## config.mk

```make
export PLATFORM = sky130hd
export DESIGN_NAME = tmp_cfg
export DESIGN_NICKNAME = d
export VERILOG_FILES = /design/src/hw/rtl/tmp_pkg.sv /design/src/hw/rtl/tmp_cfg.sv
export SDC_FILE = /design/constraint.sdc
export NUM_CORES = 1
export LEC_CHECK = 0
export BUFFER_PORTS_ARGS = -buffer_cell sky130_fd_sc_hd__buf_4
export CORE_MARGIN = 2
export CORE_UTILIZATION = 40
export CTS_CLUSTER_SIZE = 28
export DETAILED_ROUTE_END_ITERATION = 8
export PLACE_DENSITY_LB_ADDON = 0.2
export REMOVE_ABC_BUFFERS = 1
export SYNTH_ARGS = -nofsm -noshare
export SYNTH_HDL_FRONTEND = slang
export SYNTH_SLANG_ARGS = --single-unit
```

## constraint.sdc

```tcl
create_clock -name clk -period 6 [get_ports clk]
set_clock_uncertainty 0.1 [all_clocks]
set_input_delay 1.2 -clock clk [delete_from_list [all_inputs] [get_ports clk]]
set_output_delay 1.2 -clock clk [all_outputs]
set_load 0.01 [all_outputs]
```

## src/hw/rtl/tmp_pkg.sv

```systemverilog
package tmp_pkg;

    // Configuration register indexes.
    localparam logic [7:0] REG_START_FREQUENCY = 8'd0;
    localparam logic [7:0] REG_TOP_FREQUENCY   = 8'd1;
    localparam logic [7:0] REG_FREQUENCY_STEP  = 8'd2;
    localparam logic [7:0] REG_STEPS_PER_STAIR = 8'd3;

    localparam int WORD_W    = 32;
    // The dividend of the per-move division is requested_steps / 2.
    localparam int HALF_W    = WORD_W - 1;
    localparam int CFG_IDX_W = 8;

    // Settled configuration as seen by the datapath.
    typedef struct packed {
        logic              err;
        logic [WORD_W-1:0] climb;
        logic [WORD_W-1:0] steps_per_stair;
    } plan_cfg_t;

    // One classified move between the front and the back.
    typedef struct packed {
        logic              err;
        logic [HALF_W-1:0] fit;
        logic [WORD_W-1:0] steps;
    } mid_item_t;

    // One finished plan.
    typedef struct packed {
        logic              err;
        logic [WORD_W-1:0] stairs;
        logic [WORD_W-1:0] cruise;
    } plan_result_t;

endpackage

```

## src/hw/rtl/tmp_cfg.sv

```systemverilog
module tmp_cfg
(
    input  logic                                clk,
    input  logic                                rst_n,
    input  logic                                wr_en,
    input  logic [tmp_pkg::CFG_IDX_W-1:0]       wr_index,
    input  logic [tmp_pkg::WORD_W-1:0]          wr_data,
    output tmp_pkg::plan_cfg_t                  cfg,
    output logic                                busy
);

    localparam int W   = tmp_pkg::WORD_W;
    localparam int CW  = $clog2(W);

    logic [W-1:0]  start_reg;
    logic [W-1:0]  top_reg;
    logic [W-1:0]  fstep_reg;
    logic [W-1:0]  sps_reg;
    logic          busy_reg;
    logic          load_reg;
    logic [CW-1:0] cnt_reg;
    logic [W-1:0]  rem_reg;
    logic [W-1:0]  work_reg;

    logic [W:0]    trial;
    logic          ge;
    logic [W-1:0]  rem_next;
    logic [W-1:0]  work_next;

    // Register file.
    always_ff @(posedge clk or negedge rst_n)
    begin
        if (!rst_n)
        begin
            start_reg <= '0;
            top_reg   <= '0;
            fstep_reg <= '0;
            sps_reg   <= '0;
        end
        else if (wr_en)
        begin
            case (wr_index)
                tmp_pkg::REG_START_FREQUENCY: start_reg <= wr_data;
                tmp_pkg::REG_TOP_FREQUENCY:   top_reg   <= wr_data;
                tmp_pkg::REG_FREQUENCY_STEP:  fstep_reg <= wr_data;
                tmp_pkg::REG_STEPS_PER_STAIR: sps_reg   <= wr_data;
                default:                      ;
            endcase
        end
    end

    // One restoring step of the climb division per cycle.
    always_comb
    begin
        trial     = {rem_reg, work_reg[W-1]};
        ge        = (trial >= {1'b0, fstep_reg});
        rem_next  = ge ? W'(trial - {1'b0, fstep_reg}) : trial[W-1:0];
        work_next = {work_reg[W-2:0], ge};
    end

    // Climb divider sequencer: restarts on every register write.
    always_ff @(posedge clk or negedge rst_n)
    begin
        if (!rst_n)
        begin
            busy_reg <= 1'b0;
            load_reg <= 1'b0;
            cnt_reg  <= '0;
        end
        else if (wr_en)
        begin
            busy_reg <= 1'b1;
            load_reg <= 1'b1;
        end
        else if (load_reg)
        begin
            load_reg <= 1'b0;
            cnt_reg  <= '0;
        end
        else if (busy_reg)
        begin
            cnt_reg <= cnt_reg + 1'b1;
            if (cnt_reg == CW'(W - 1))
            begin
                busy_reg <= 1'b0;
            end
        end
    end

    // Divider datapath.
    always_ff @(posedge clk)
    begin
        if (load_reg)
        begin
            rem_reg  <= '0;
            work_reg <= top_reg - start_reg;
        end
        else if (busy_reg)
        begin
            rem_reg  <= rem_next;
            work_reg <= work_next;
        end
    end

    assign cfg.err = (sps_reg == '0) || (fstep_reg == '0) ||
                     (start_reg > top_reg) || (fstep_reg > top_reg);
    assign cfg.climb           = work_reg;
    assign cfg.steps_per_stair = sps_reg;
    assign busy                = busy_reg;

endmodule

```

==> results.cfg <==
[final_layout]
stdcell_area_um2 = 14180
area_delta_synth_final_pct = 14.01
postLayoutCoreUtil_pct = 46.35
drive_gt1_share_pct = 20.06
antennaDiodeCount = 0
fin_cells = 1792
nNetsFinal = 1526

[clock_network]
cts_post_setup_buffers_inserted = 0
clockBufferDepth = 2
clock-sinks = 199
htree_levels = 4
ctsResizeCount = 0
hold_buffers = 0
clkTransAtPathRegs_ns = 0.08
numCtsBuffers = 17
clock_latency_ns = 0.45
cts_tree = built
root_buffer = clkbuf_16

[job]
cap_violations = 0

[setup_path]
crit_required_ns = 4.70
critPathKind = flop to output pin
critical_path_arrival_ns = 3.80
cp-end-kind = output pin
r2r_slack_ns = 2.15
worstPathMaxFanout = 4
start_kind = flop

[synthesis]
synth_edf_count = 32
synth-seq-area-share_pct = 40.04
syn_inst = 1299
async_flop_share_pct = 67.84
synth_cell_type_count = 79
synth_area_leaders = dfrtp_1 (27%), ha_1 (9.9%), mux2_2 (9.8%), edfxtp_1 (7.7%), dfxtp_1 (5.2%)
synth_top_area_share_pct = 27.17
ys_warn_count = 0
yosys.area.top_type = dfrtp_1
synth-seq-cells = 199
syn_avg_cell_area_um2 = 9.573
synthesis.area_um2 = 12440
ys.flop_type = dfrtp_1

[timing]
rsz0062_at_grt = no
slew-limit-headroom_pct = 23.36
fin_crit_sh_pct = 84.94
tightest_slew_ns = 1.150
finalSetupViolCount = 0
hold_viol = 0
drv_slew = 0
fin_tns_setup_ns = 0
fmax_mhz = 196.2
finalCriticalPeriod_ns = 5.096

[floorplanning]
num_rows = 64
dieArea_um2 = 32520
start_util_pct = 40.65
die_y_um = 180.3
die_w_um = 180.3
ios = 109
coreArea_um2 = 30590

[route]
ant_nets = 0
first_pass_iters = 5
drc = 0
via_count = 10050
viasPerCell = 5.609
drtIter0Drc = 612
routedWlPerCell_um = 18.36
wirelength_um = 32890

[global_routing]
grt_pass1_wl_um = 53480
grt_max_degree = 93
gr-usage-all-layers_pct = 20.38
grt_pass1_vias = 9827
antenna_found_initial = 0
grt-ovfl-total = 0

[placement]
gp_congestion = 0.9029
dp_hpwl_um = 24210
place_inst = 1760
io_buffer_count = 108
post_dp_cell_area_um2 = 13590

[power]
leakagePower_uw = 0.006722
ir_drop_uv = 235.3
powerDensity_nw_per_um2 = 352.3

[outcome]
outcome = complete, no violations

[min_path]
hold_path_class = flop to flop
-- logic make-up after synthesis --
group	synth area share (%)
XOR/XNOR	2.324
flip-flops	40.04
AND/OR/NAND/NOR	14.17
adder cells (fa/ha/maj)	10.18
multiplexers	10.42
AO/OA/AOI/OAI	17.40
buffers and inverters	5.463
-- layer usage --
layer  vias to the layer above  track usage (%)  wire length (µm)
met5                         -                0                 0
met4                         0            4.710               439
met3                        30            3.638              1284
met2                       193            33.40             15450
met1                      4918            28.07             15730
li1                       4910                -                 -
-- path summary, 6_finish.rpt --
| kind | startpoint | endpoint | cells past startpoint |
|---|---|---|---|
| min | rem_reg[14]$_SDFFE_PP0P_ | rem_reg[14]$_SDFFE_PP0P_ | 2 |
| min reg2reg | rem_reg[14]$_SDFFE_PP0P_ | rem_reg[14]$_SDFFE_PP0P_ | 2 |
| min in group asynchronous | rst_n | start_reg[1]$_DFFE_PN0P_ | 1 |
| max in group asynchronous | rst_n | fstep_reg[30]$_DFFE_PN0P_ | 2 |
| max reg2reg | fstep_reg[12]$_DFFE_PN0P_ | rem_reg[0]$_SDFFE_PP0P_ | 10 |
| max | top_reg[0]$_DFFE_PN0P_ | cfg[64] | 13 |
-- Yosys cell counts (all sizes together), types with 5 or more instances --
cell    instances
a211oi          7
a21o           29
a21oi          68
a311oi         21
a31oi          16
a32oi           5
a41oi           5
and2            9
and3           17
and4            5
buf            22
clkbuf         31
dfrtp         135
dfxtp          32
edfxtp         32
ha             98
inv           117
mux2          108
mux2i           8
nand2         129
nand2b          9
nand3          25
nand4          26
nor2           66
nor2b          12
nor3           21
nor4           22
o211ai          5
o21a           20
o21ai          88
o21bai          5
o311ai          7
o31ai          12
xnor2          20
xor2           13
-- final cells by class --
type / instances / area, µm²
fill: 2934 / 16410
clock buffer: 18 / 450.4
sequential: 199 / 4981
inverter: 117 / 439.2
tap: 396 / 495.5
clock inverter: 14 / 135.1
multi-input combinational: 930 / 6787
timing repair buffer: 118 / 889.6
-- where the power goes --
group	switching (µW)	internal, µW	total (µW)	leakage, µW
clock network	583	576	1160	0.000290
logic	1250	916	2170	0.00408
registers	125	1540	1670	0.00235
total	1960	3040	4990	0.00672
-- worst max-delay path, cell delays in order (launching register included) --
cell and delay, ns:
dfrtp_1 0.38, inv_1 0.06, ha_1 0.19, inv_1 0.07, fa_1 0.20, a21o_1 0.16, nand3_2 0.13, a2111oi_4 0.47
o211ai_1 0.25, a31oi_1 0.50, a31oi_1 0.25, o211ai_1 0.31, o211ai_1 0.19, buf_4 0.19
-- layout by cell type, fill, tap and decap left out, types with 22 or more instances in the layout --
master / n
edfxtp_1: 32
a21oi_1: 67
dfrtp_1: 134
dfxtp_1: 32
a21o_1: 29
nand3_1: 23
mux2_2: 108
nand2_1: 129
nor2_1: 66
inv_1: 117
ha_1: 98
buf_4: 117
nor4_1: 22
o21ai_0: 84
nand4_1: 26
-- per-stage QoR --
stage	worst slack [ns]	hold WS [ns]	total power, µW
finish	0.9038	0.3922	4995
global route	0.7095	0.4217	5330
floorplan	0.9340	0.3501	3244
detailed placement	1.414	0.3799	3838
CTS	0.9239	0.3907	5017
global placement	1.515	0.3735	3832
No activity file was read; power rests on OpenSTA's default activity.
