**config.mk**
```make
export PLATFORM = sky130hd
export DESIGN_NAME = tmp_front
export DESIGN_NICKNAME = d
export VERILOG_FILES = /design/src/hw/rtl/tmp_pkg.sv /design/src/hw/rtl/tmp_front.sv
export SDC_FILE = /design/constraint.sdc
export NUM_CORES = 2
export LEC_CHECK = 0
export CAP_MARGIN = 20
export CORE_MARGIN = 2
export CORE_UTILIZATION = 60
export CTS_CLUSTER_DIAMETER = 50
export DETAILED_ROUTE_END_ITERATION = 8
export DONT_BUFFER_PORTS = 1
export GPL_TIMING_DRIVEN = 0
export PLACE_DENSITY = 0.76
export SYNTH_ARGS = -nofsm -noshare
export SYNTH_HDL_FRONTEND = slang
export SYNTH_SLANG_ARGS = --single-unit
```
**constraint.sdc**
```tcl
create_clock -name clk -period 4.7 [get_ports clk]
set_input_delay 0.94 -clock clk [delete_from_list [all_inputs] [get_ports clk]]
set_output_delay 0.94 -clock clk [all_outputs]
set_load 0.02 [all_outputs]
```
**src/hw/rtl/tmp_pkg.sv**
```systemverilog
package tmp_pkg;

    // Configuration register indexes.
    localparam logic [7:0] REG_START_FREQUENCY = 8'd0;
    localparam logic [7:0] REG_TOP_FREQUENCY   = 8'd1;
    localparam logic [7:0] REG_FREQUENCY_STEP  = 8'd2;
    localparam logic [7:0] REG_STEPS_PER_STAIR = 8'd3;

    localparam int WORD_W    = 32;
    // The dividend of the per-move division is requested_steps / 2.
    localparam int HALF_W    = WORD_W - 1;
    localparam int CFG_IDX_W = 8;

    // Settled configuration as seen by the datapath.
    typedef struct packed {
        logic              err;
        logic [WORD_W-1:0] climb;
        logic [WORD_W-1:0] steps_per_stair;
    } plan_cfg_t;

    // One classified move between the front and the back.
    typedef struct packed {
        logic              err;
        logic [HALF_W-1:0] fit;
        logic [WORD_W-1:0] steps;
    } mid_item_t;

    // One finished plan.
    typedef struct packed {
        logic              err;
        logic [WORD_W-1:0] stairs;
        logic [WORD_W-1:0] cruise;
    } plan_result_t;

endpackage

```
**src/hw/rtl/tmp_front.sv**
```systemverilog
module tmp_front
(
    input  logic                          clk,
    input  logic                          rst_n,
    input  tmp_pkg::plan_cfg_t            cfg,
    input  logic                          in_valid,
    input  logic [tmp_pkg::WORD_W-1:0]    in_steps,
    output logic                          out_valid,
    output tmp_pkg::mid_item_t            out_item
);

    localparam int W = tmp_pkg::WORD_W;
    localparam int H = tmp_pkg::HALF_W;

    // Stage i holds the move after i+1 quotient bits have been resolved.
    logic         v_reg     [H];
    logic         err_reg   [H];
    logic [W-1:0] rem_reg   [H];
    logic [H-1:0] work_reg  [H];
    logic [W-1:0] steps_reg [H];

    genvar i;
    generate
        for (i = 0; i < H; i++)
        begin : g_stage
            logic         v_in;
            logic         err_in;
            logic [W-1:0] rem_in;
            logic [H-1:0] work_in;
            logic [W-1:0] steps_in;
            logic [W:0]   trial;
            logic         ge;

            if (i == 0)
            begin : g_first
                assign v_in     = in_valid;
                assign err_in   = cfg.err;
                assign rem_in   = '0;
                assign work_in  = in_steps[W-1:1];
                assign steps_in = in_steps;
            end
            else
            begin : g_rest
                assign v_in     = v_reg[i-1];
                assign err_in   = err_reg[i-1];
                assign rem_in   = rem_reg[i-1];
                assign work_in  = work_reg[i-1];
                assign steps_in = steps_reg[i-1];
            end

            // Bring down the next dividend bit and try the subtraction.
            assign trial = {rem_in, work_in[H-1]};
            assign ge    = (trial >= {1'b0, cfg.steps_per_stair});

            always_ff @(posedge clk or negedge rst_n)
            begin
                if (!rst_n)
                begin
                    v_reg[i] <= 1'b0;
                end
                else
                begin
                    v_reg[i] <= v_in;
                end
            end

            always_ff @(posedge clk)
            begin
                err_reg[i]   <= err_in;
                rem_reg[i]   <= ge ? W'(trial - {1'b0, cfg.steps_per_stair})
                                   : trial[W-1:0];
                work_reg[i]  <= {work_in[H-2:0], ge};
                steps_reg[i] <= steps_in;
            end
        end
    endgenerate

    assign out_valid      = v_reg[H-1];
    assign out_item.err   = err_reg[H-1];
    assign out_item.fit   = work_reg[H-1];
    assign out_item.steps = steps_reg[H-1];

endmodule

```
==> impl_metrics.json <==
{
  "finalCritPeriodShare": 0.986,
  "grt_util_all_layers": 0.299,
  "reg2reg_from": "steps_reg[15][15]",
  "p_clk_frac": 0.404,
  "fp-row-count": 155,
  "h-tree-depth": 5,
  "hold_class": "input port to flip-flop",
  "critPathCaptureType": "flip-flop",
  "max_stage_delay_ns": 0.52,
  "fin_nets": 12100,
  "comb_power_share": 0.162,
  "initial_utilization": 0.603,
  "hold_depth": 0,
  "fmax_ghz": 0.216,
  "violations": "DRC",
  "worstSetupPathType": "input port to flip-flop",
  "hpwlAfterDp_mm": 199,
  "worstSetupStartpointType": "input port",
  "grt_antenna_before_repair": 7,
  "cp-startpoint": "cfg[14]",
  "drc": 2,
  "synth_fp_nets": 11700,
  "final_cells": 13500,
  "detail-route-antenna-nets": 0,
  "vdd_drop_max_mv": 0.487,
  "clk_latency_ns": 0.94,
  "syn_inst": 10600,
  "hold_path.startpoint": "in_steps[16]",
  "dieArea_um2": 183000,
  "cp_max_fo": 16,
  "seq_power_share": 0.434,
  "grt_pass1_vias": 78200,
  "swShare": 0.270,
  "regToRegSetupSlack_ns": 0.25,
  "synth.distinct_cells": 91,
  "cts_tree": "done",
  "clk_pin_slew_worst_paths_ns": 0.06,
  "grt_pass1_wl_mm": 430,
  "drv_cap": 0,
  "finalHoldViolCount": 0,
  "finalPower_mw": 53.4,
  "viasPerCell": 5.96,
  "fillers": 13500,
  "numCtsBuffers": 281,
  "ys_seq_area_frac": 0.469,
  "leakagePower_nw": 54.4,
  "path_common_cell": "a221o_1",
  "grt_max_degree": 32,
  "wirelength_mm": 280,
  "place_congestion": 0.925,
  "yosys_register_bits": 2510,
  "fin_skew_ns": 0.0634,
  "slowest_stage": "inv_2",
  "setup_viol": 0,
  "crit_required_ns": 5.32,
  "die_h_um": 427,
  "dp.cells": 13000,
  "syn2layout_area_growth_pct": 12.4,
  "largest_reg_flops": 960,
  "fin_hold_ws_ns": 0.0515,
  "p_switching_mw": 14.4,
  "fin_crit_ns": 4.63,
  "hold_end": "work_reg[0][16]",
  "synth_edf_count": 0,
  "root_buffer": "clkbuf_16",
  "core-area_um2": 178000,
  "syn_area_um2": 107000,
  "async_flop_share": 0.0124,
  "power_density_nw_per_um2": 442,
  "die_x_um": 427,
  "io_buffers": 0,
  "drive_above_1_share": 0.101,
  "arrival_ns": 5.25,
  "clk_path_buf_depth": 4,
  "fin_setup_tns_ns": 0,
  "path_cells": "inv_2 -> buf_12 -> ha_1 -> a21oi_1 -> o21ai_1 -> a221o_1 -> a31oi_1 -> and3_1 -> nor3_1 -> a221o_1 -> a41o_1 -> a41oi_2 -> clkbuf_1 -> o21ai_0",
  "vias": 80600,
  "slew_viol_final": 0,
  "grt_overflow_total": 0,
  "maxSlewHeadroom": 0.318,
  "tightest_slew_ns": 1.02,
  "yosysWarnings": 0,
  "syn_avg_cell_area_um2": 10.1,
  "drtIter0Drc": 6536,
  "cts_sinks": 2510,
  "dr.pass1.iters": 9,
  "reg2reg_to": "rem_reg[1][25]",
  "status": "complete, but fails checks",
  "design.portCount": 165,
  "synth_top_flop_cell": "dfxtp_1",
  "post_drt_wl_per_cell_um": 20.7,
  "worstRegToRegCells": 14,
  "intPower_mw": 39.0
}
## cell usage in the layout, fill, tap and decap left out, types with 37 or more instances in the layout
| cell type | instances |
|---|---|
| dfxtp_1 | 2479 |
| ha_1 | 957 |
| a21oi_1 | 843 |
| nand2_1 | 780 |
| o21ai_0 | 757 |
| nor2_1 | 522 |
| a21o_1 | 479 |
| xnor2_1 | 478 |
| mux2_2 | 421 |
| xor2_1 | 307 |
| clkbuf_16 | 292 |
| inv_1 | 277 |
| clkbuf_1 | 230 |
| nor2b_1 | 156 |
| nand3_1 | 151 |
| nand4_1 | 149 |
| o21a_1 | 127 |
| nand2b_1 | 125 |
| nor3_1 | 105 |
| o21bai_1 | 99 |
| a31oi_1 | 99 |
| and3_1 | 90 |
| o31ai_1 | 68 |
| mux2i_1 | 54 |
| a211oi_1 | 53 |
| and2_1 | 49 |
| a21boi_0 | 44 |
| buf_2 | 41 |
| nor4_1 | 37 |
## layout make-up
class	count	area [um2]	area share
Timing Repair Buffer	58	868	0.00719
Antenna cell	1	2.50	0.0000207
Sequential cell	2510	50400	0.417
Buffer	255	1110	0.00920
Multi-Input combinational cell	7551	55000	0.456
Clock inverter	122	1330	0.0110
Inverter	308	1210	0.0100
Tap cell	2355	2950	0.0244
Clock buffer	365	7870	0.0652
## synth_stat cells, drive strengths merged (71+ instances only)
master / instances / area [um2]
nor3: 108 / 551
mux2: 450 / 5170
inv: 308 / 1160
nand3: 151 / 756
a31oi: 100 / 626
o21a: 127 / 953
a21o: 479 / 3600
a21oi: 847 / 4250
xnor2: 478 / 4190
dfxtp: 2479 / 49600
o21ai: 770 / 3850
ha: 962 / 12000
nor2b: 157 / 982
nor2: 522 / 1960
nand4: 149 / 932
clkbuf: 195 / 732
nand2: 780 / 2930
xor2: 307 / 2690
o31ai: 71 / 538
o21bai: 99 / 743
nand2b: 125 / 782
and3: 90 / 563
## power by group through the flow
stage	clock network [mW]	registers (mW)	logic, mW
floorplan	0	23.3	6.40
global placement	0	23.5	8.04
detailed placement	0	23.6	8.29
CTS	21.9	23.1	8.45
global route	22.8	23.2	9.51
finish	21.6	23.1	8.66
## metal layers
layer  global-route usage  up-vias  routed length (um)
li1                     -    38800                   -
met4                0.140        0               13700
met2                0.474     2961              124000
met1                0.400    38100              123000
met3               0.0444      717               18900
met5                    0        -                   0
## logic make-up (layout without fill, tap and decap cells)
family,Yosys count,in the layout,share of synthesized area
compound gates,2934,2934,0.171
buf+inv,565,1108,0.0207
simple gates,2337,2337,0.105
fa+ha+maj,991,991,0.117
xor+xnor,785,785,0.0640
other cells,0,1,0
mux,504,504,0.0531
flops,2510,2510,0.469
## worst max-delay path: cells and delay by family
family | cells | cell delay (ns)
AOI/OAI and AO/OA | 8 | 2.43
adders and majority gates | 1 | 0.34
buffers and inverters | 3 | 1.22
and+or+nand+nor | 2 | 0.27
## worst max path at each step
| stage | endpoint | cells past startpoint |
|---|---|---|
| CTS | rem_reg[0][449] | 15 |
| detailed placement | rem_reg[1][406] | 14 |
| global placement | rem_reg[1][251] | 14 |
| finish | rem_reg[0][375] | 14 |
| floorplan | rem_reg[1][280] | 15 |
| global route | rem_reg[1][260] | 17 |
## metrics by stage
stage	setup WS (ns)	utilization	area, um2
finish	0.0671	0.678	121000
global route	-0.0425	0.678	121000
CTS	0.0131	0.677	121000
detailed placement	-1.69	0.624	111000
global placement	-2.28	0.620	111000
floorplan	-0.0289	-	108000
## timing repair
item | CTS | global route
gates cloned | 0 | 0
pin swaps | 0 | 1
buffers inserted | 6 | 4
endpoints found under the setup margin | 596 | 208
gates resized for setup | 4 | 21
endpoints found under the hold margin | 50 | 0
hold buffers | 21 | 0
Power figures use the tool's default switching activity.
