**src/hw/rtl/tmp_pkg.sv**
```systemverilog
package tmp_pkg;

    // Configuration register indexes.
    localparam logic [7:0] REG_START_FREQUENCY = 8'd0;
    localparam logic [7:0] REG_TOP_FREQUENCY   = 8'd1;
    localparam logic [7:0] REG_FREQUENCY_STEP  = 8'd2;
    localparam logic [7:0] REG_STEPS_PER_STAIR = 8'd3;

    localparam int WORD_W    = 32;
    // The dividend of the per-move division is requested_steps / 2.
    localparam int HALF_W    = WORD_W - 1;
    localparam int CFG_IDX_W = 8;

    // Settled configuration as seen by the datapath.
    typedef struct packed {
        logic              err;
        logic [WORD_W-1:0] climb;
        logic [WORD_W-1:0] steps_per_stair;
    } plan_cfg_t;

    // One classified move between the front and the back.
    typedef struct packed {
        logic              err;
        logic [HALF_W-1:0] fit;
        logic [WORD_W-1:0] steps;
    } mid_item_t;

    // One finished plan.
    typedef struct packed {
        logic              err;
        logic [WORD_W-1:0] stairs;
        logic [WORD_W-1:0] cruise;
    } plan_result_t;

endpackage

```
**src/hw/rtl/tmp_mid_queue.sv**
```systemverilog
module tmp_mid_queue
(
    input  logic                 clk,
    input  logic                 rst_n,
    input  logic                 wr_en,
    input  tmp_pkg::mid_item_t   wr_item,
    input  logic                 rd_en,
    output logic                 not_empty,
    output tmp_pkg::mid_item_t   rd_item
);

    localparam int DEPTH = 4;
    localparam int AW    = $clog2(DEPTH);

    tmp_pkg::mid_item_t slot_reg [DEPTH];
    logic [AW-1:0]      wr_ptr_reg;
    logic [AW-1:0]      rd_ptr_reg;
    logic [AW:0]        count_reg;
    logic               do_rd;

    assign do_rd     = rd_en && (count_reg != '0);
    assign not_empty = (count_reg != '0);
    assign rd_item   = slot_reg[rd_ptr_reg];

    // Pointer and fill bookkeeping.
    always_ff @(posedge clk or negedge rst_n)
    begin
        if (!rst_n)
        begin
            wr_ptr_reg <= '0;
            rd_ptr_reg <= '0;
            count_reg  <= '0;
        end
        else
        begin
            if (wr_en)
            begin
                wr_ptr_reg <= wr_ptr_reg + 1'b1;
            end
            if (do_rd)
            begin
                rd_ptr_reg <= rd_ptr_reg + 1'b1;
            end
            count_reg <= count_reg + (AW+1)'(wr_en) - (AW+1)'(do_rd);
        end
    end

    always_ff @(posedge clk)
    begin
        if (wr_en)
        begin
            slot_reg[wr_ptr_reg] <= wr_item;
        end
    end

endmodule

```
**config.mk**
```make
export PLATFORM = sky130hd
export DESIGN_NAME = tmp_mid_queue
export DESIGN_NICKNAME = d
export VERILOG_FILES = /design/src/hw/rtl/tmp_pkg.sv /design/src/hw/rtl/tmp_mid_queue.sv
export SDC_FILE = /design/constraint.sdc
export NUM_CORES = 1
export LEC_CHECK = 0
export BUFFER_PORTS_ARGS = -buffer_cell sky130_fd_sc_hd__buf_4
export CAP_MARGIN = 25
export CORE_MARGIN = 3
export CORE_UTILIZATION = 30
export CTS_CLUSTER_SIZE = 24
export DETAILED_ROUTE_END_ITERATION = 10
export GPL_ROUTABILITY_DRIVEN = 0
export PLACE_DENSITY = 0.47
export REMOVE_ABC_BUFFERS = 1
export SLEW_MARGIN = 10
export SYNTH_ARGS = -nofsm -noshare
export SYNTH_HDL_FRONTEND = slang
export SYNTH_SLANG_ARGS = --single-unit
```
**constraint.sdc**
```tcl
create_clock -name clk -period 3.2 [get_ports clk]
set_input_delay 0.8 -clock clk [delete_from_list [all_inputs] [get_ports clk]]
set_output_delay 0.8 -clock clk [all_outputs]
set_load 0.02 [all_outputs]
```
==> results.py, run 1 <==
metrics = {
    "critical_path": {
        "critical_path_class": "register to output port",
        "slowest_stage": "dfrtp_4",
        "cp-startpoint": "rd_ptr_reg[0]$_DFFE_PN0P_",
        "worstPathMaxFanout": 28,
        "rrSetupSlack_ns": 1.19,
        "crit_path_start_kind": "register",
        "end_kind": "output port",
        "timing.critical_path.to": "rd_item[42]",
        "crit_path_cell_trace": "buf_12 > mux4_2 > buf_4",
        "reg2reg_to": "count_reg[2]$_DFF_PN0_",
        "reg2reg_depth": 7,
        "slowest_delay_ns": 0.64,
        "crit_arrival_ns": 2.25,
        "rr_startpoint": "count_reg[1]$_DFF_PN0_",
        "crit_required_ns": 2.40,
    },
    "status": {
        "status": "finished clean",
    },
    "sta": {
        "whs_ns": 0.07800,
        "grt_setup_unrepaired": "no",
        "finalMaxSlewViolations": 0,
        "worst_pin_slew_ns": 0.6379,
        "hold_viol_final": 0,
        "finalCriticalPeriod_ns": 3.045,
        "fin_crit_sh_pct": 95.16,
        "clock_skew_ns": 0.006653,
        "final-setup-viol-count": 0,
        "fmax_mhz": 328.4,
        "relSlewSlack_pct": 57.47,
    },
    "die": {
        "io-pin-count": 133,
        "fp.dieH_um": 185.1,
        "num_rows": 64,
        "die_w_um": 185.1,
        "start_util_pct": 30.99,
        "fp.dieArea_mm2": 0.03428,
        "core_area_mm2": 0.03107,
    },
    "global_routing": {
        "grt-ovfl-total": 0,
        "grt_max_degree": 37,
        "grt_pass1_vias": 4855,
        "grt_pass1_wl_um": 29340,
        "track_usage_pct": 11.24,
        "antenna_found_initial": 0,
    },
    "detailed_routing": {
        "post_drt_wl_per_cell_um": 20.46,
        "vias": 4311,
        "wirelength_um": 19320,
        "viasPerCell": 4.567,
        "dr.pass1.iters": 4,
        "postRouteAntennaNets": 0,
        "drc": 0,
        "drtIter0Drc": 246,
    },
    "power": {
        "pwr-share-seq_pct": 40.8,
        "swShare_pct": 30.30,
        "p_comb_share_pct": 32.1,
        "p_switching_uw": 3565,
        "internal_power_uw": 8203,
        "p_leak_uw": 0.004127,
        "max-vdd-ir-drop_mv": 0.4569,
        "powerDensity_mw_per_mm2": 970.9,
        "p_clk_share_pct": 27.1,
    },
    "final_layout": {
        "drive_above_1_share_pct": 46.72,
        "layoutNonFillerInstCount": 944,
        "nNetsFinal": 601,
        "diodes": 0,
        "largest_reg_flops": 256,
        "syn2layout_area_growth_pct": 25.89,
    },
    "clock_tree": {
        "cts.reportedPaths.clkPinSlew_ns": 0.06,
        "postCtsHoldBufs": 0,
        "cts_num_sinks": 263,
        "cts_tree": "done",
        "cts_inserted_buffers": 29,
        "clock_latency_ns": 0.52,
        "cts_resized": 0,
        "cts_setup_buffers": 0,
        "clockRootBuffer": "clkbuf_16",
        "h-tree-depth": 1,
        "cts_buffer_depth": 3,
    },
    "logic_synthesis": {
        "netlist.area_leader.share_pct": 79.84,
        "yosys.cell_count.top_type": "edfxtp_1",
        "synthFlopType": "edfxtp_1",
        "yosysUniqueCellTypes": 18,
        "synth_area_leaders": "edfxtp_1 (80%), mux4_2 (15%), dfrtp_1 (1.8%)",
        "synth_seq_cells": 263,
        "syn_area_per_cell_um2": 26.16,
        "synthTopCellsByCount": "edfxtp_1 (256), mux4_2 (64), dfrtp_1 (7)",
        "syn_inst": 368,
        "synth-edff-count": 256,
        "synthArstFlopShare_pct": 2.662,
        "synth_seq_area_share_pct": 81.66,
        "yosysTopAreaCell": "edfxtp_1",
        "yosysWarnings": 0,
        "syn-cell-area_mm2": 0.009628,
    },
    "place": {
        "place_hpwl_um": 11480,
        "port_buffers": 132,
        "dp.cells": 891,
    },
    "min_path": {
        "hp-class": "input pin to asynchronous set/reset pin",
    },
    "job": {
        "drv_cap": 0,
    },
}
==> kinds of logic after synthesis <==
kind of cell | share of synthesized area [%]
flops | 81.66
mux | 14.97
buf+inv | 1.325
fa+ha+maj | 0.9876
simple gates | 0.3638
xor+xnor | 0.4549
compound gates | 0.2339
==> worst min-delay path by stage <==
stage | startpoint | endpoint | cells past startpoint
6_report | rst_n | wr_ptr_reg[1]$_DFFE_PN0P_ | 1
5_1_grt | rst_n | wr_ptr_reg[0]$_DFFE_PN0P_ | 1
4_1_cts | rst_n | wr_ptr_reg[1]$_DFFE_PN0P_ | 1
3_5_place_dp | wr_ptr_reg[0]$_DFFE_PN0P_ | wr_ptr_reg[0]$_DFFE_PN0P_ | 1
3_3_place_gp | wr_ptr_reg[0]$_DFFE_PN0P_ | wr_ptr_reg[0]$_DFFE_PN0P_ | 1
2_1_floorplan | wr_ptr_reg[0]$_DFFE_PN0P_ | wr_ptr_reg[0]$_DFFE_PN0P_ | 1
==> metal layers <==
layer	share of wire, %	vias to the layer above	track usage [%]
met3	7.0	34	3.437
met1	45	2275	15.37
met5	0	-	0
met2	47	111	17.81
li1	-	1891	-
met4	1.7	0	2.641
==> placed cells by master, fill, tap and decap left out <==
master,n
o31a_1,1
o311ai_0,1
buf_4,134
ha_1,6
clkbuf_1,5
clkinvlp_4,2
nand2_1,1
dfrtp_1,5
and2_4,4
dfrtp_4,2
edfxtp_1,256
clkinv_4,1
buf_12,7
fa_1,1
clkbuf_16,29
xor2_1,2
clkinv_1,3
xnor2_1,3
or3_1,1
inv_1,6
o21ai_0,1
clkbuf_8,5
clkinv_2,6
mux4_2,64
bufinv_16,2
==> through the flow <==
step | setup slack, ns | total power (µW) | TNS (ns) | area (µm²) | util [%]
4_1_cts | 0.07349 | 12040 | 0 | 12120 | 39.01
3_3_place_gp | 0.6528 | 8736 | 0 | 11180 | 35.99
2_1_floorplan | -0.9224 | 7123 | -59.42 | 9523 | -
6_report | 0.1550 | 11770 | 0 | 12120 | 39.01
3_5_place_dp | 0.6531 | 8788 | 0 | 11180 | 35.99
5_1_grt | 0.02137 | 12400 | 0 | 12120 | 39.01
==> critical path, delay by kind of cell (launching register included) <==
family,cells,cell delay [ns]
buffers and inverters,2,0.48
flip-flops,1,0.64
multiplexers,1,0.57
==> power groups by stage <==
stage                     combinational [µW]  sequential, µW  clock (µW)
final                                   3770            4800        3190
after global routing                    4060            4870        3470
after CTS                               3910            4820        3310
after detailed placement                3900            4890           0
after global placement                  3880            4850           0
after floorplan                         2120            5000           0
==> cell type report <==
cell class              instances  area (µm²)
clock buffers                  39       813.3
clock inverters                14       125.1
fillers                      2798       18950
inverters                       6       22.52
multi-input cells              85        1648
flip-flops and latches        263        7870
well taps                     396       495.5
repair buffers                141        1146
Note: power is estimated with default switching activity, not from simulation.
==> run 2: changes to the inputs <==
--- a/config.mk
+++ b/config.mk
@@ -13,7 +13,6 @@
 export DETAILED_ROUTE_END_ITERATION = 10
 export GPL_ROUTABILITY_DRIVEN = 0
 export PLACE_DENSITY = 0.47
-export REMOVE_ABC_BUFFERS = 1
 export SLEW_MARGIN = 10
 export SYNTH_ARGS = -nofsm -noshare
 export SYNTH_HDL_FRONTEND = slang
==> run 2 against run 1 <==
Net effect: critical path depth unchanged; cell count unchanged; cell area down 0.51%; sequential power about the same; via count down 0.39%; first-iteration DRC count down 14%; core utilization down 0.20 points; highest routed layer unchanged; fmax up 1.4%; clock-buffer cell count down 2; sequential share of layout area up 0.33 points.
==> results.py, run 2 (same netlist as run 1, synthesis figures left out) <==
metrics = {
    "status": {
        "status": "finished clean",
    },
    "sta": {
        "relSlewSlack_pct": 60.07,
        "finalCriticalPeriod_ns": 3.002,
        "fmax_mhz": 333.1,
        "fin_crit_sh_pct": 93.83,
        "whs_ns": 0.06837,
        "hold_viol_final": 0,
        "worst_pin_slew_ns": 0.5989,
        "finalMaxSlewViolations": 0,
        "final-setup-viol-count": 0,
        "grt_setup_unrepaired": "no",
        "finalSetupTns_ns": 0,
        "clock_skew_ns": 0.01206,
    },
    "detailed_routing": {
        "post_drt_wl_per_cell_um": 20.65,
        "drtIter0Drc": 211,
        "dr.pass1.iters": 4,
        "wirelength_um": 19490,
        "postRouteAntennaNets": 0,
        "drc": 0,
        "viasPerCell": 4.549,
        "vias": 4294,
    },
    "power": {
        "p_leak_uw": 0.004091,
        "p_total_uw": 11580,
        "swShare_pct": 30.58,
        "powerDensity_mw_per_mm2": 959.9,
        "p_switching_uw": 3540,
        "max-vdd-ir-drop_mv": 0.4462,
        "pwr-share-seq_pct": 41.6,
        "p_clk_share_pct": 25.9,
        "p_comb_share_pct": 32.5,
        "internal_power_uw": 8036,
    },
    "final_layout": {
        "fill_cells": 2809,
        "nNetsFinal": 604,
        "seq_area_mm2": 0.007870,
        "syn2layout_area_growth_pct": 25.25,
        "drive_above_1_share_pct": 45.62,
        "multi_input_area_mm2": 0.001648,
        "diodes": 0,
        "final_common_cell": "edfxtp_1",
        "final_cell_mix": "edfxtp_1 (256), buf_4 (136), mux4_2 (64)",
        "largest_reg_flops": 256,
        "finalInstanceArea_mm2": 0.01206,
    },
    "die": {
        "fp.dieArea_mm2": 0.03428,
        "core_area_mm2": 0.03107,
        "start_util_pct": 30.99,
        "num_rows": 64,
        "die_w_um": 185.1,
        "fp.dieH_um": 185.1,
        "io-pin-count": 133,
    },
    "clock_tree": {
        "cts_num_sinks": 263,
        "cts_buffer_depth": 3,
        "cts_inserted_buffers": 29,
        "clockRootBuffer": "clkbuf_16",
        "cts.reportedPaths.clkPinSlew_ns": 0.06,
        "h-tree-depth": 1,
        "cts_tree": "done",
        "clock_latency_ns": 0.53,
        "postCtsHoldBufs": 0,
    },
    "place": {
        "place_hpwl_um": 11510,
        "placedInstanceArea_mm2": 0.01120,
        "port_buffers": 132,
    },
    "global_routing": {
        "grt_pass1_wl_um": 29680,
        "grt_max_degree": 36,
        "grt-ovfl-total": 0,
        "track_usage_pct": 11.41,
        "grt_pass1_vias": 4864,
        "antenna_found_initial": 0,
    },
    "critical_path": {
        "reg2reg_depth": 7,
        "rr_startpoint": "count_reg[1]$_DFF_PN0_",
        "worstPathMaxFanout": 35,
        "reg2reg_to": "count_reg[2]$_DFF_PN0_",
        "end_kind": "output port",
        "crit_arrival_ns": 2.20,
        "critical_path_class": "register to output port",
        "crit_required_ns": 2.40,
        "crit_path_start_kind": "register",
        "rrSetupSlack_ns": 1.20,
    },
    "logic_synthesis": {
        "synthesis.nets": 443,
    },
    "job": {
        "drv_cap": 0,
    },
    "min_path": {
        "hp-class": "input pin to asynchronous set/reset pin",
    },
}
run 2: metal layers:
layer	wire, µm	vias to the layer above	track usage (%)
met5	0	-	0
met4	622	0	3.361
met3	1119	40	2.926
met2	9614	118	19.05
met1	8132	2242	14.84
li1	-	1894	-
run 2: stage by stage:
step                      utilization (%)  setup WS (ns)  instances
after floorplan                         -         0.4649        368
after global placement              36.04         0.6359        893
after detailed placement            36.04         0.6213        893
after CTS                           38.76        0.01145        943
after global routing                38.81        0.07328        944
final                               38.81         0.1975        944
run 2: what timing repair did:
action                                  in CTS  in global routing
buffers inserted                             0                  1
endpoints found under the setup margin       0                 12
hold endpoints to repair                     0                  0
gates resized for setup                      0                  0
run 2: worst max path at each step:
stage                                   start                        to  slack (ns)  depth (start not counted)
global route        rd_ptr_reg[1]$_DFFE_PN0P_               rd_item[50]        0.07                          3
detailed placement  rd_ptr_reg[0]$_DFFE_PN0P_               rd_item[55]        0.62                          3
global placement    rd_ptr_reg[0]$_DFFE_PN0P_               rd_item[58]        0.64                          3
finish              rd_ptr_reg[1]$_DFFE_PN0P_                rd_item[2]        0.20                          3
CTS                 rd_ptr_reg[0]$_DFFE_PN0P_               rd_item[55]        0.01                          3
floorplan                               wr_en  slot_reg[0][0]$_DFFE_PP_        0.46                          1
run 2: critical path, stage by stage, from the launching register on:
cell     delay (ns)
dfrtp_4        0.82
buf_4          0.33
mux4_2         0.34
buf_4          0.17
run 2: area by class of cell:
cell class / instances / area share [%]
Sequential cell: 263 / 65.26
Multi-Input combinational cell: 85 / 13.66
Timing Repair Buffer: 144 / 9.753
Clock buffer: 37 / 6.267
Tap cell: 396 / 4.109
Clock inverter: 13 / 0.7574
Inverter: 6 / 0.1868
run 2: power by group through the flow:
stage	clock, µW	combinational [µW]	sequential (µW)
floorplan	0	2470	4710
global placement	0	3820	4900
detailed placement	0	3840	4940
CTS	3110	3850	4870
global route	3260	4070	4890
finish	2990	3770	4820
